## config.mk

```make
export PLATFORM = sky130hd
export DESIGN_NAME = nmea_hdt_sentence_parser
export DESIGN_NICKNAME = d
export VERILOG_FILES = /design/src/design/nhdt_pkg.sv /design/src/design/nhdt_line_state.sv /design/src/design/nhdt_result.sv /design/src/design/nmea_hdt_sentence_parser.sv
export SDC_FILE = /design/constraint.sdc
export NUM_CORES = 1
export LEC_CHECK = 0
export BUFFER_PORTS_ARGS = -buffer_cell sky130_fd_sc_hd__buf_2
export CORE_MARGIN = 10
export CORE_UTILIZATION = 40
export CTS_BUF_LIST = sky130_fd_sc_hd__clkbuf_4 sky130_fd_sc_hd__clkbuf_8
export DETAILED_ROUTE_END_ITERATION = 16
export GPL_ROUTABILITY_DRIVEN = 0
export PLACE_DENSITY = 0.66
export SLEW_MARGIN = 20
export SYNTH_ARGS = -nofsm -noshare
export SYNTH_HDL_FRONTEND = slang
export SYNTH_SLANG_ARGS = --single-unit
```

## constraint.sdc

```tcl
create_clock -name clk_i -period 13.5 [get_ports clk_i]
set_clock_uncertainty 0.2 [all_clocks]
set_input_delay 2.025 -clock clk_i [delete_from_list [all_inputs] [get_ports clk_i]]
set_output_delay 2.025 -clock clk_i [all_outputs]
set_load 0.005 [all_outputs]
```

## src/design/nhdt_pkg.sv

```systemverilog
// ----------------------------------------------------------------------------
// nhdt_pkg
// Shared types and constants of the NMEA HDT sentence parser.
// ----------------------------------------------------------------------------
package nhdt_pkg;

  localparam int unsigned MAX_LINE_LEN_DEF = 128;

  localparam logic [7:0] CHAR_CR    = 8'h0D;
  localparam logic [7:0] CHAR_LF    = 8'h0A;
  localparam logic [7:0] CHAR_STAR  = 8'h2A;
  localparam logic [7:0] CHAR_COMMA = 8'h2C;
  localparam logic [7:0] CHAR_MINUS = 8'h2D;
  localparam logic [7:0] CHAR_DOT   = 8'h2E;
  localparam logic [7:0] CHAR_H     = 8'h48;
  localparam logic [7:0] CHAR_D     = 8'h44;
  localparam logic [7:0] CHAR_T     = 8'h54;

  // Magnitude ceiling of the heading accumulator: 2^31.
  localparam logic [31:0] MAG_CAP = 32'h8000_0000;
  localparam logic [31:0] POS_MAX = 32'h7FFF_FFFF;

  // Snapshot of the line state that the result formatter needs.
  typedef struct packed {
    logic [7:0]  running_xor;
    logic [7:0]  sent_checksum;
    logic        hex_bad;
    logic [31:0] heading_acc;
    logic [1:0]  fraction_digits;
    logic        minus_seen;
    logic        number_bad;
    logic        digit_seen;
  } line_sum_t;

  typedef struct packed {
    logic [31:0] heading_millideg;
    logic        checksum_match;
    logic        heading_parsed;
  } result_t;

endpackage

```

## src/design/nhdt_line_state.sv

```systemverilog
// ----------------------------------------------------------------------------
// nhdt_line_state
// Per-line parse state, updated by one character per step.
// ----------------------------------------------------------------------------
module nhdt_line_state #(
  parameter int unsigned MaxLineLen = nhdt_pkg::MAX_LINE_LEN_DEF
) (
  input  logic                 clk_i,
  input  logic                 rst_ni,
  input  logic                 step_i,
  input  logic [7:0]           byte_i,
  output logic                 emit_o,
  output nhdt_pkg::line_sum_t  sum_o
);

  localparam int unsigned PosW = $clog2(MaxLineLen + 1);

  logic [PosW-1:0] pos_q, pos_d;
  logic [7:0]      xor_q, xor_d;
  logic [1:0]      fcnt_q, fcnt_d;
  logic            hdr_q, hdr_d;
  logic            star_q, star_d;
  logic [1:0]      hcnt_q, hcnt_d;
  logic [7:0]      sent_q, sent_d;
  logic [31:0]     acc_q, acc_d;
  logic [1:0]      frac_q, frac_d;
  logic            dot_q, dot_d;
  logic            minus_q, minus_d;
  logic            bad_q, bad_d;
  logic            digit_q, digit_d;
  logic            hbad_q, hbad_d;

  function automatic logic [31:0] sat_mac(logic [31:0] acc, logic [3:0] d);
    logic [35:0] v;
    v = 36'(acc) * 36'd10 + 36'(d);
    return (v > 36'(nhdt_pkg::MAG_CAP)) ? nhdt_pkg::MAG_CAP : v[31:0];
  endfunction

  logic       is_dec, is_hex;
  logic [3:0] hex_val;

  always_comb begin
    is_dec  = (byte_i >= 8'h30) && (byte_i <= 8'h39);
    is_hex  = 1'b1;
    hex_val = 4'd0;
    if (is_dec) begin
      hex_val = byte_i[3:0];
    end else if ((byte_i >= 8'h41 && byte_i <= 8'h46) ||
                 (byte_i >= 8'h61 && byte_i <= 8'h66)) begin
      hex_val = 4'(byte_i[3:0] + 4'd9);
    end else begin
      is_hex = 1'b0;
    end
  end

  always_comb begin
    pos_d   = pos_q;   xor_d   = xor_q;   fcnt_d  = fcnt_q;  hdr_d  = hdr_q;
    star_d  = star_q;  hcnt_d  = hcnt_q;  sent_d  = sent_q;  acc_d  = acc_q;
    frac_d  = frac_q;  dot_d   = dot_q;   minus_d = minus_q; bad_d  = bad_q;
    digit_d = digit_q; hbad_d  = hbad_q;
    emit_o  = 1'b0;

    if (step_i && byte_i == nhdt_pkg::CHAR_LF) begin
      emit_o  = (hcnt_q == 2'd2) && hdr_q && (fcnt_q >= 2'd2);
      pos_d   = '0;   xor_d  = '0;   fcnt_d  = '0;   hdr_d  = 1'b1;
      star_d  = 1'b0; hcnt_d = '0;   sent_d  = '0;   acc_d  = '0;
      frac_d  = '0;   dot_d  = 1'b0; minus_d = 1'b0; bad_d  = 1'b0;
      digit_d = 1'b0; hbad_d = 1'b0;
    end else if (step_i && byte_i != nhdt_pkg::CHAR_CR) begin
      if (pos_q >= PosW'(MaxLineLen)) begin
        hdr_d = 1'b0;
      end else begin
        pos_d = pos_q + 1'b1;
        if (star_q) begin
          if (hcnt_q < 2'd2) begin
            if (is_hex) sent_d = {sent_q[3:0], hex_val};
            else        hbad_d = 1'b1;
            hcnt_d = hcnt_q + 2'd1;
          end
        end else if (pos_q != '0 && byte_i == nhdt_pkg::CHAR_STAR) begin
          star_d = 1'b1;
        end else begin
          if (pos_q != '0) xor_d = xor_q ^ byte_i;
          if (byte_i == nhdt_pkg::CHAR_COMMA) begin
            if (fcnt_q == 2'd0 && pos_q != PosW'(6)) hdr_d = 1'b0;
            if (fcnt_q != 2'd3) fcnt_d = fcnt_q + 2'd1;
          end else if (fcnt_q == 2'd0) begin
            if (pos_q >= PosW'(6)) hdr_d = 1'b0;
            else if (pos_q == PosW'(3) && byte_i != nhdt_pkg::CHAR_H) hdr_d = 1'b0;
            else if (pos_q == PosW'(4) && byte_i != nhdt_pkg::CHAR_D) hdr_d = 1'b0;
            else if (pos_q == PosW'(5) && byte_i != nhdt_pkg::CHAR_T) hdr_d = 1'b0;
          end else if (fcnt_q == 2'd1) begin
            if (byte_i == nhdt_pkg::CHAR_MINUS) begin
              if (digit_q || dot_q || minus_q) bad_d = 1'b1;
              else minus_d = 1'b1;
            end else if (byte_i == nhdt_pkg::CHAR_DOT) begin
              if (dot_q) bad_d = 1'b1;
              else dot_d = 1'b1;
            end else if (is_dec) begin
              digit_d = 1'b1;
              if (!dot_q) begin
                acc_d = sat_mac(acc_q, byte_i[3:0]);
              end else if (frac_q != 2'd3) begin
                acc_d  = sat_mac(acc_q, byte_i[3:0]);
                frac_d = frac_q + 2'd1;
              end
            end else begin
              bad_d = 1'b1;
            end
          end
        end
      end
    end
  end

  always_ff @(posedge clk_i or negedge rst_ni) begin
    if (!rst_ni) begin
      pos_q   <= '0;   xor_q  <= '0;   fcnt_q  <= '0;   hdr_q  <= 1'b1;
      star_q  <= 1'b0; hcnt_q <= '0;   sent_q  <= '0;   acc_q  <= '0;
      frac_q  <= '0;   dot_q  <= 1'b0; minus_q <= 1'b0; bad_q  <= 1'b0;
      digit_q <= 1'b0; hbad_q <= 1'b0;
    end else begin
      pos_q   <= pos_d;   xor_q  <= xor_d;   fcnt_q  <= fcnt_d;  hdr_q  <= hdr_d;
      star_q  <= star_d;  hcnt_q <= hcnt_d;  sent_q  <= sent_d;  acc_q  <= acc_d;
      frac_q  <= frac_d;  dot_q  <= dot_d;   minus_q <= minus_d; bad_q  <= bad_d;
      digit_q <= digit_d; hbad_q <= hbad_d;
    end
  end

  always_comb begin
    sum_o.running_xor     = xor_q;
    sum_o.sent_checksum   = sent_q;
    sum_o.hex_bad         = hbad_q;
    sum_o.heading_acc     = acc_q;
    sum_o.fraction_digits = frac_q;
    sum_o.minus_seen      = minus_q;
    sum_o.number_bad      = bad_q;
    sum_o.digit_seen      = digit_q;
  end

endmodule

```

## src/design/nhdt_result.sv

```systemverilog
// ----------------------------------------------------------------------------
// nhdt_result
// Turns the line state at line feed into the heading and status flags.
// ----------------------------------------------------------------------------
module nhdt_result (
  input  nhdt_pkg::line_sum_t sum_i,
  output nhdt_pkg::result_t   res_o
);

  logic [9:0]  scale;
  logic [41:0] mag;
  logic [31:0] mag_sat;
  logic [7:0]  sent;
  logic        parsed;

  always_comb begin
    case (sum_i.fraction_digits)
      2'd0:    scale = 10'd1000;
      2'd1:    scale = 10'd100;
      2'd2:    scale = 10'd10;
      default: scale = 10'd1;
    endcase
    mag     = 42'(sum_i.heading_acc) * 42'(scale);
    mag_sat = (mag > 42'(nhdt_pkg::MAG_CAP)) ? nhdt_pkg::MAG_CAP : mag[31:0];
    parsed  = sum_i.digit_seen && !sum_i.number_bad;
    sent    = sum_i.hex_bad ? 8'h00 : sum_i.sent_checksum;

    res_o.heading_parsed = parsed;
    res_o.checksum_match = (sum_i.running_xor == sent);
    if (!parsed) begin
      res_o.heading_millideg = '0;
    end else if (sum_i.minus_seen) begin
      res_o.heading_millideg = 32'd0 - mag_sat;
    end else if (mag_sat > nhdt_pkg::POS_MAX) begin
      res_o.heading_millideg = nhdt_pkg::POS_MAX;
    end else begin
      res_o.heading_millideg = mag_sat;
    end
  end

endmodule

```

## src/design/nmea_hdt_sentence_parser.sv

```systemverilog
// ----------------------------------------------------------------------------
// nmea_hdt_sentence_parser
// Byte-stream parser for NMEA 0183 true-heading sentences.
// ----------------------------------------------------------------------------
// Usage: feed the received character stream on the input channel, one byte
// per transaction (in_valid_i / in_ready_o / rx_byte_i). Each line feed that
// closes a well-formed heading sentence, one with a header of the heading
// type, at least two fields and a two-character checksum, yields one
// transaction on the output channel with the heading in thousandths of a
// degree, the checksum comparison and the number-parse flag. Other bytes and
// rejected lines yield nothing. Carriage returns are ignored.
// Throughput is one byte per cycle while the receiver does not stall; the
// parse state is a set of small running registers updated once per byte. On
// its way to the output a byte passes the input register, then the update
// and formatting logic into the result register. When the receiver stalls
// with a result pending, the byte in the input register waits, and the
// input channel keeps taking one more byte only while that register is
// empty. Reset clears both registers' valid flags and returns the parse
// state to the start of a line.
// ----------------------------------------------------------------------------
module nmea_hdt_sentence_parser #(
  parameter int unsigned MAX_LINE_LEN = nhdt_pkg::MAX_LINE_LEN_DEF
) (
  input  logic        clk_i,
  input  logic        rst_ni,
  input  logic        in_valid_i,
  output logic        in_ready_o,
  input  logic [7:0]  rx_byte_i,
  output logic        out_valid_o,
  input  logic        out_ready_i,
  output logic signed [31:0] heading_millideg_o,
  output logic        checksum_match_o,
  output logic        heading_parsed_o
);

  logic                in_valid_q;
  logic [7:0]          byte_q;
  logic                out_valid_q;
  nhdt_pkg::result_t   res_q;
  nhdt_pkg::result_t   res_d;
  nhdt_pkg::line_sum_t sum;
  logic                emit;
  logic                out_free;
  logic                proceed;

  // The byte in the input register is consumed only when the result
  // register can take whatever it produces.
  assign out_free   = !out_valid_q || out_ready_i;
  assign proceed    = in_valid_q && out_free;
  assign in_ready_o = !in_valid_q || out_free;

  nhdt_line_state #(
    .MaxLineLen(MAX_LINE_LEN)
  ) u_line (
    .clk_i (clk_i),
    .rst_ni(rst_ni),
    .step_i(proceed),
    .byte_i(byte_q),
    .emit_o(emit),
    .sum_o (sum)
  );

  nhdt_result u_result (
    .sum_i(sum),
    .res_o(res_d)
  );

  always_ff @(posedge clk_i or negedge rst_ni) begin
    if (!rst_ni) begin
      in_valid_q <= 1'b0;
    end else if (in_valid_i && in_ready_o) begin
      in_valid_q <= 1'b1;
    end else if (proceed) begin
      in_valid_q <= 1'b0;
    end
  end

  always_ff @(posedge clk_i) begin
    if (in_valid_i && in_ready_o) begin
      byte_q <= rx_byte_i;
    end
  end

  always_ff @(posedge clk_i or negedge rst_ni) begin
    if (!rst_ni) begin
      out_valid_q <= 1'b0;
    end else if (proceed && emit) begin
      out_valid_q <= 1'b1;
    end else if (out_ready_i) begin
      out_valid_q <= 1'b0;
    end
  end

  always_ff @(posedge clk_i) begin
    if (proceed && emit) begin
      res_q <= res_d;
    end
  end

  assign out_valid_o        = out_valid_q;
  assign heading_millideg_o = res_q.heading_millideg;
  assign checksum_match_o   = res_q.checksum_match;
  assign heading_parsed_o   = res_q.heading_parsed;

endmodule
```

---- Word level (Yosys, flattened, before mapping) ----
Cells that the tools add are included.
word-level totals
  input bits .............................. 12
  word-level logic and storage cells ...... 271
  bits in registers ....................... 113
cells by class
  order comparisons ....................... 13
  bitwise gates (word level) .............. 1
  reductions and logical operators ........ 57
  multipliers ............................. 2
  equality and inequality tests ........... 36
  muxes and demuxes ....................... 135
  $add $sub $neg .......................... 7
operators with widths
  cell                                                                                count
  32-bit 2-to-1 mux                                                                   17
  8-bit 2-to-1 mux                                                                    16
  1-bit 2-to-1 mux                                                                    74
  2-bit 2-to-1 mux                                                                    25
  42-bit by 32-bit greater-than comparator with 1-bit output (second input constant)  1
  32-bit by 10-bit multiplier with 42-bit output                                      1
  36-bit by 4-bit adder with 36-bit output                                            1
  36-bit by 32-bit greater-than comparator with 1-bit output (second input constant)  1
  32-bit by 3-bit multiplier with 35-bit output (second input constant)               1
  8-bit by 6-bit == test with 1-bit output (second input constant)                    4
  32-bit by 31-bit greater-than comparator with 1-bit output (second input constant)  1
  1-bit by 32-bit subtractor with 32-bit output (first input constant)                1
  10-bit case mux with 3 select lines                                                 1
  2-bit nonzero test                                                                  15
  8-bit by 7-bit inequality test with 1-bit output (second input constant)            3
  10-bit AND reduction                                                                2
  9-bit AND reduction                                                                 2
  8-bit by 3-bit == test with 1-bit output (second input constant)                    2
  8-bit by 7-bit >= comparator with 1-bit output (second input constant)              2
  8-bit by 7-bit less-or-equal comparator with 1-bit output (second input constant)   2
  1-bit logical AND                                                                   16
  5-bit AND reduction                                                                 3
  2-bit by 1-bit inequality test with 1-bit output (second input constant)            7
  12-bit AND reduction                                                                1
  35 further kinds                                                                    52

---- Longest topological paths before layout ----
Gate-level depths: netlist (run 1).
  word-level depth ........................ 17
  mapped depth ............................ 43
  mapped depth without buffers ............ 35

---- Hierarchy ----
Synthesis (run 1) repeated with hierarchy kept, for this count alone.
unflattened totals
  cells, all modules ...................... 2152
  area total of the unflattened synthesis .. 18699.2 sq um
by module, submodules not included
  module                    area each (sq um)  cells each  instances
  nhdt_result               11278.3            1424        1
  nhdt_line_state           6048.3             676         1
  nmea_hdt_sentence_parser  1372.6             52          1

---- Worst setup path after synthesis (run 1) ----
OpenSTA, ideal clock, no wires.
  path type ............................... register to register
  start point ............................. register u_line.frac_q[1]
  end point ............................... register res_q (netlist bit heading_millideg_o[22]), data pin
  cell stages (with the launch flop) ...... 41
  setup slack ............................. 3.465 ns
  data arrival time ....................... 9.563 ns
  buffers on the path ..................... 7
  data required time ...................... 13.028 ns
  library setup time ...................... 0.272 ns
  cell sequence ........................... dfrtp_1 -> clkbuf_1 -> inv_1 -> ha_1 -> clkbuf_1 -> or2_2 -> clkbuf_1 -> clkbuf_1 -> nand2_1 -> fa_1 -> inv_1 -> fa_1 -> fa_1 -> fa_1 -> inv_1 -> fa_1 -> inv_1 -> ha_1 -> [5 not listed] -> a311oi_1 -> nor4b_4 -> nand4_2 -> o41ai_4 -> and2_1 -> buf_4 -> buf_6 -> nand2_1 -> ha_1 -> inv_1 -> or4b_2 -> nor3_1 -> and3_1 -> nand2_1 -> or3_1 -> xor2_1 -> a21oi_1 -> nor4_2
on the way
  cells in the longest elaborated chain, start to end .. 8
RTL lines
  what                                                        line                            text
  start: declaration                                          nhdt_line_state.sv:26           logic [1:0] frac_q, frac_d;
  start signal: assignment                                    nhdt_line_state.sv:120          frac_q <= '0; dot_q <= 1'b0; minus_q <= 1'b0; bad_q <= 1'b0;
  start signal: assignment                                    nhdt_line_state.sv:125          frac_q <= frac_d; dot_q <= dot_d; minus_q <= minus_d; bad_q <= bad_d;
  2-bit == test (tied with other cells)                       nhdt_result.sv:17               case (sum_i.fraction_digits)
  10-bit case mux with 3 select lines *                       nhdt_result.sv:17
  32-bit by 10-bit multiplier with 42-bit output *            nhdt_result.sv:23               mag = 42'(sum_i.heading_acc) * 42'(scale);
  42-bit by 32-bit greater-than comparator with 1-bit output  nhdt_result.sv:24               mag_sat = (mag > 42'(nhdt_pkg::MAG_CAP)) ? nhdt_pkg::MAG_CAP : mag[31:0];
  32-bit 2-to-1 mux *                                         nhdt_result.sv:24
  32-bit by 31-bit greater-than comparator with 1-bit output  nhdt_result.sv:34               end else if (mag_sat > nhdt_pkg::POS_MAX) begin
  32-bit 2-to-1 mux                                           nhdt_result.sv:34
  32-bit 2-to-1 mux *                                         nhdt_result.sv:32               end else if (sum_i.minus_seen) begin
  end signal: assignment                                      nmea_hdt_sentence_parser.sv:96  res_q <= res_d;
  end: declaration                                            nmea_hdt_sentence_parser.sv:39  nhdt_pkg::result_t res_q;
Every way passes the cells marked *; elsewhere a longest branch is shown, timed or not.
A chain may end at the register's enable or synchronous reset.

---- Worst setup path after layout (run 1) ----
Same ends and word-level chain as after synthesis.

==> qor.txt, run 1 <==
count of cell types in the netlist: 93
main combinational cell family by area after synthesis: adder cells
Slew @ Worst Pin: 1050 ps
post-CTS setup buffer count: 0
Worst path slowest cell: a311oi_1
Initial Utilization: 40.3%
P_leak: 9.92 nW
slew margin rel.: 30.1%
Synth Area in Compound Gates: 15.9%
TritonCTS clock tree: yes
P_int: 0.594 mW
Tot GR Track Use: 17.3%
post-route ant nets: 0
min Tclk post-route: 11040 ps
Slew Limit Fails: 0
core outline area: 47500 um^2
CP max stage delay: 840 ps
Clk network pwr share: 38.3%
number of fill cells: 4651
reg2reg setup slack: 2460 ps
post_cts resized: 0
die extent in x: 239 um
Synthesized Nets: 2709
full die area: 57100 um^2
multiplexer area fraction after synthesis: 0.900%
FF+latch count, synth: 113
M1 GR Usage: 24.0%
DRT Pass-1 Iters: 9
outcome: complete, no violations
largest net degree at the start of global routing: 72
Avg Cell Area, Syn: 8.30 um^2
FFs w/ async S/R, synth: 62.8%
synth top area cells: fa_1, ha_1, dfrtp_1
Synth Warn #: 0
Synth Flop Type: dfrtp_1
vias post-DR: 16400
IO buf count: 47
Net Sw Power: 0.294 mW
Syn Inst Count: 2311
GRT Max-Usage Layer: met2
top-level port count: 48
EDFF count, synth: 42
Clock Path Buffers: 2
Max Clk Rate: 90.6 MHz
die height: 239 um
sequential-to-total area share from yosys stat: 15.8%
pwr/cell area: 43.8 nW/um^2
# DRC: 0
vias in the first global route: 16100
Setup TNS: 0 ps
MaxCap Viol Count: 0
period utilization: 81.8%
Data required, critical path: 13520 ps
largest fanout on the critical path: 53
final setup violation count: 0
cell taking the most area after synthesis: fa_1
ANT cells: 0
DR vias/cell: 5.65
per-cell routed wire length: 16.9 um
RSZ-0062 raised after global routing: no
total gr overflow: 0
M2 GR Usage: 27.9%
initial antenna violation count: 0
# nets final: 2679
Core Util, Final: 42.6%
critical path class: register to register
adder-cell share of the synthesized area: 33.1%
initial DRC count: 1322
Hold Slack: 298 ps
Synth-to-Final Area Change: 5.64%
share of Yosys cell area claimed by the top area cell type: 19.9%
clock sinks: 113
sequential share of power: 47.8%
layout cell share with drive strength beyond 1: 5.75%
part of the power in combinational logic: 13.9%
Worst-path clk slew: 100 ps
clock root cell: clkbuf_8
hold crit path type: register to register
worst path arrival time: 11060 ps
Peak VDD IR: 56.8 uV
Post-Synth Simple-Gate Area: 20.3%
xor/xnor share of the synthesized area: 6.07%
FP Rows: 80
clock latency on the worst-skew pair: 480 ps
Post-CTS Hold Buffers: 0
H-tree levels: 4
final hold vios: 0
Worst setup SP type: register
switching share of power: 33.1%
DP HPWL: 39.4 mm
Routed WL: 49.1 mm
first-pass GRT wire length: 82.2 mm
crit path capture type: register
routing usage on met3: 2.11%
Num CTS Buffers: 17
Post-Syn Area: 19200 um^2
==> sequential cells by signal (all words and copies together), names as in the netlist, 2 cells and up <==
name / count
heading_millideg_o: 32
u_line.acc_q: 32
byte_q: 8
u_line.pos_q: 8
u_line.sent_q: 8
u_line.xor_q: 8
u_line.fcnt_q: 2
u_line.frac_q: 2
u_line.hcnt_q: 2
==> power by group through the flow <==
stage	Combinational [mW]	Clock, mW	Sequential, mW
after detailed placement	0.123	0	0.430
after global placement	0.119	0	0.427
final	0.124	0.340	0.424
after global routing	0.141	0.362	0.429
after floorplan	0.103	0	0.414
after CTS	0.123	0.348	0.423
==> placed cells by master, fill, tap and decap left out, types with 9 or more instances in the layout <==
cell type and count:
a21o_1 20, nand2_1 316, xor2_1 67, nand3_1 46, nor3_1 35, maj3_1 9, a211o_1 10, nor4_1 14
and3_1 24, nand2b_1 18, nor2b_1 42, o21ai_1 38, nand4_1 32, inv_1 281, o31ai_1 12, a211oi_1 14
edfxtp_1 42, buf_4 14, o21a_1 11, nor2_1 149, ha_1 195, a21oi_1 102, mux2i_1 15, or3_1 17
o21ai_0 95, and2_1 51, fa_1 191, buf_2 47, a31oi_1 27, xnor2_1 66, dfrtp_1 69, clkbuf_8 17
and4_1 11, o211ai_1 19
==> cell usage after synthesis (32+ instances only) <==
cell / number
fa_1: 191
xor2_1: 67
inv_1: 281
dfrtp_1: 70
edfxtp_1: 42
nand3_1: 46
nand4_1: 32
ha_1: 195
clkbuf_1: 91
o21ai_0: 95
o21ai_1: 38
nand2_1: 316
a21oi_1: 102
nor2_1: 150
xnor2_1: 66
nor3_1: 36
and2_1: 51
nor2b_1: 42
==> critical path: cells and delay by family, from the launching register on <==
kind | cells | cell delay, ps
AOI/OAI and AO/OA | 6 | 2010
xor gates and xnor gates | 1 | 150
adders and majority gates | 8 | 3510
buffers and inverters | 6 | 870
DFF | 1 | 650
and+or+nand+nor | 13 | 3360
==> per-layer routing <==
layer  vias to the layer above  share of wire (%)
li1                       7802                  -
met1                      8052                 47
met2                       534                 46
met3                        57                5.4
met4                         0                2.0
met5                         -                  0
==> cells by family after synthesis <==
| logic type | count (synthesis) |
|---|---|
| and+or+nand+nor | 801 |
| AOI/OAI and AO/OA | 460 |
| adders and majority gates | 395 |
| buffers and inverters | 392 |
| xor gates and xnor gates | 133 |
| DFF | 113 |
| muxes | 17 |
==> cell type report <==
type	instances	area [um^2]	share of cell area, %
Sequential cell	113	3040	15.0
Timing Repair Buffer	61	340	1.68
Clock inverter	15	173	0.852
Tap cell	615	769	3.80
Inverter	282	1060	5.22
Clock buffer	17	234	1.15
Multi-Input combinational cell	1806	14700	72.3
==> worst paths after layout <==
kind	from	end	depth (start not counted)
worst min register to register	u_line.hdr_q$_DFFE_PN1P_	u_line.hdr_q$_DFFE_PN1P_	2
max in group asynchronous	rst_ni	u_line.frac_q[1]$_DFFE_PN0P_	2
worst max register to register	u_line.frac_q[1]$_DFFE_PN0P_	heading_millideg_o[22]$_SDFFCE_PN0P_	34
worst max-delay path	u_line.frac_q[1]$_DFFE_PN0P_	heading_millideg_o[22]$_SDFFCE_PN0P_	34
worst min-delay path	u_line.hdr_q$_DFFE_PN1P_	u_line.hdr_q$_DFFE_PN1P_	2
min in group asynchronous	rst_ni	u_line.sent_q[3]$_DFFE_PN0P_	2
==> per-stage QoR <==
| stage | power, mW | cell area (um^2) | instances | setup WS, ps |
|---|---|---|---|---|
| final | 0.888 | 20300 | 2909 | 2460 |
| after global routing | 0.932 | 20300 | 2909 | 1750 |
| after CTS | 0.894 | 20300 | 2909 | 2260 |
| after detailed placement | 0.553 | 19900 | 2877 | 2300 |
| after global placement | 0.546 | 19900 | 2877 | 2520 |
| after floorplan | 0.516 | 19200 | 2311 | 3470 |
(Power assumes the default switching activity.)
==> run 2: changes to the inputs <==
Clock period 13.5 ns to 11.16 ns, I/O delays scaled along.
==> run 2 against run 1 <==
Effect of this change:
- die area stayed put
- hold slack worse by 4.1 ps
- combinational power up 23%
- routed wire length down 0.33%
- global-route usage fell by 0.11 points
- critical endpoint unchanged
- final cell count up 0.31%
- total power up 21%
- count of clock-buffer cells in the layout stayed put
- first-iteration DRC count is 1.4% higher
- flip-flop and latch count did not move
- design area grew 0.33%
==> qor.txt, run 2 (synthesis results as in run 1) <==
most common cell after layout, fill and taps aside: nand2_1
post-CTS setup buffer count: 0
slew margin rel.: 32.1%
CP max stage delay: 740 ps
critical path class: register to register
MaxCap Viol Count: 0
die extent in x: 239 um
DRT Pass-1 Iters: 6
Worst path slowest cell: or4b_2
vias post-DR: 16500
DR vias/cell: 5.65
period utilization: 95.1%
IO buf count: 47
# DRC: 0
PnR worst setup slack: 551 ps
min Tclk post-route: 10610 ps
hold crit path type: register to register
post-route ant nets: 0
Synth-to-Final Area Change: 5.99%
initial antenna violation count: 0
worst path arrival time: 10620 ps
top-level port count: 48
Post-CTS Hold Buffers: 0
core outline area: 47500 um^2
clock root cell: clkbuf_8
final setup violation count: 0
FP Rows: 80
Max Clk Rate: 94.3 MHz
per-cell routed wire length: 16.8 um
reg2reg setup slack: 550 ps
post_cts resized: 0
PnR Total Power: 1.08 mW
initial DRC count: 1341
clock sinks: 113
Reg-to-Reg End: heading_millideg_o[22]$_SDFFCE_PN0P_
Slew @ Worst Pin: 1020 ps
crit path capture type: register
Slew Limit Fails: 0
Routed WL: 48.9 mm
Place WS: 695 ps
RSZ-0062 raised after global routing: no
Peak VDD IR: 52.9 uV
# nets final: 2688
Clock Path Buffers: 2
full die area: 57100 um^2
layout cell share with drive strength beyond 1: 6.12%
Hold Path Origin: u_line.hdr_q$_DFFE_PN1P_
Hold Path Depth: 2
Initial Utilization: 40.3%
pwr/cell area: 52.9 nW/um^2
Tot GR Track Use: 17.2%
largest net degree at the start of global routing: 72
first-pass GRT wire length: 82.1 mm
worst r2r src: u_line.frac_q[1]$_DFFE_PN0P_
DP HPWL: 39.6 mm
final hold vios: 0
Num CTS Buffers: 17
total gr overflow: 0
Setup TNS: 0 ps
ANT cells: 0
vias in the first global route: 16400
most frequent cells in the layout: nand2_1, inv_1, ha_1
clock latency on the worst-skew pair: 470 ps
Worst-path clk slew: 90 ps
die height: 239 um
Worst setup SP type: register
outcome: complete, no violations
H-tree levels: 4
largest fanout on the critical path: 32
hold path endpoint: u_line.hdr_q$_DFFE_PN1P_
P_leak: 9.96 nW
Data required, critical path: 11170 ps
worst r2r path cells: 35
TritonCTS clock tree: yes
## run 2: area by class of cell
type / instances / area [um^2]
clock buffer: 17 / 234
clock inverter: 15 / 170
fill: 4626 / 27200
inverter: 282 / 1060
multi-input combinational: 1806 / 14700
sequential: 113 / 3040
tap: 615 / 769
timing repair buffer: 70 / 408
## run 2: worst max-delay path: cells and delay by family, from the launching register on
kind / cells / cell delay [ps]
AO/OA/AOI/OAI: 6 / 1550
XOR/XNOR: 2 / 330
adder cells (fa/ha/maj): 8 / 3600
buffers and inverters: 7 / 810
flip-flops: 1 / 490
AND/OR/NAND/NOR: 12 / 3320
## run 2: worst max path at each step
stage / startpoint / to / slack [ps] / cells after the start
floorplan: u_line.frac_q[1]$_DFFE_PN0P_ / heading_millideg_o[22]$_SDFFCE_PN0P_ / 1130 / 40
global placement: u_line.frac_q[0]$_DFFE_PN0P_ / heading_millideg_o[22]$_SDFFCE_PN0P_ / 1040 / 36
detailed placement: u_line.frac_q[0]$_DFFE_PN0P_ / heading_millideg_o[22]$_SDFFCE_PN0P_ / 690 / 36
CTS: u_line.frac_q[0]$_DFFE_PN0P_ / heading_millideg_o[22]$_SDFFCE_PN0P_ / 670 / 36
global route: u_line.frac_q[1]$_DFFE_PN0P_ / heading_millideg_o[22]$_SDFFCE_PN0P_ / 80 / 37
finish: u_line.frac_q[1]$_DFFE_PN0P_ / heading_millideg_o[22]$_SDFFCE_PN0P_ / 550 / 35
## run 2: report_power, final
| group | internal (mW) | switching [mW] | total [mW] |
|---|---|---|---|
| Sequential | 0.462 | 0.0483 | 0.511 |
| Combinational | 0.0687 | 0.0839 | 0.153 |
| Clock | 0.188 | 0.224 | 0.412 |
## run 2: layer usage
metal / GRT usage, % / wire [um] / up-vias
met4: 5.25 / 1200 / 0
met1: 23.1 / 22100 / 7921
met5: 0 / 0 / -
li1: - / - / 7851
met3: 2.21 / 3080 / 103
met2: 28.2 / 22600 / 616
## run 2: per-stage QoR
stage	cells	hold slack (ps)	utilization, %	instance area [um^2]
floorplan	2311	253	-	19200
global placement	2886	276	41.9	19900
detailed placement	2886	280	41.9	19900
CTS	2918	296	42.8	20300
global route	2918	319	42.8	20300
finish	2918	294	42.8	20300
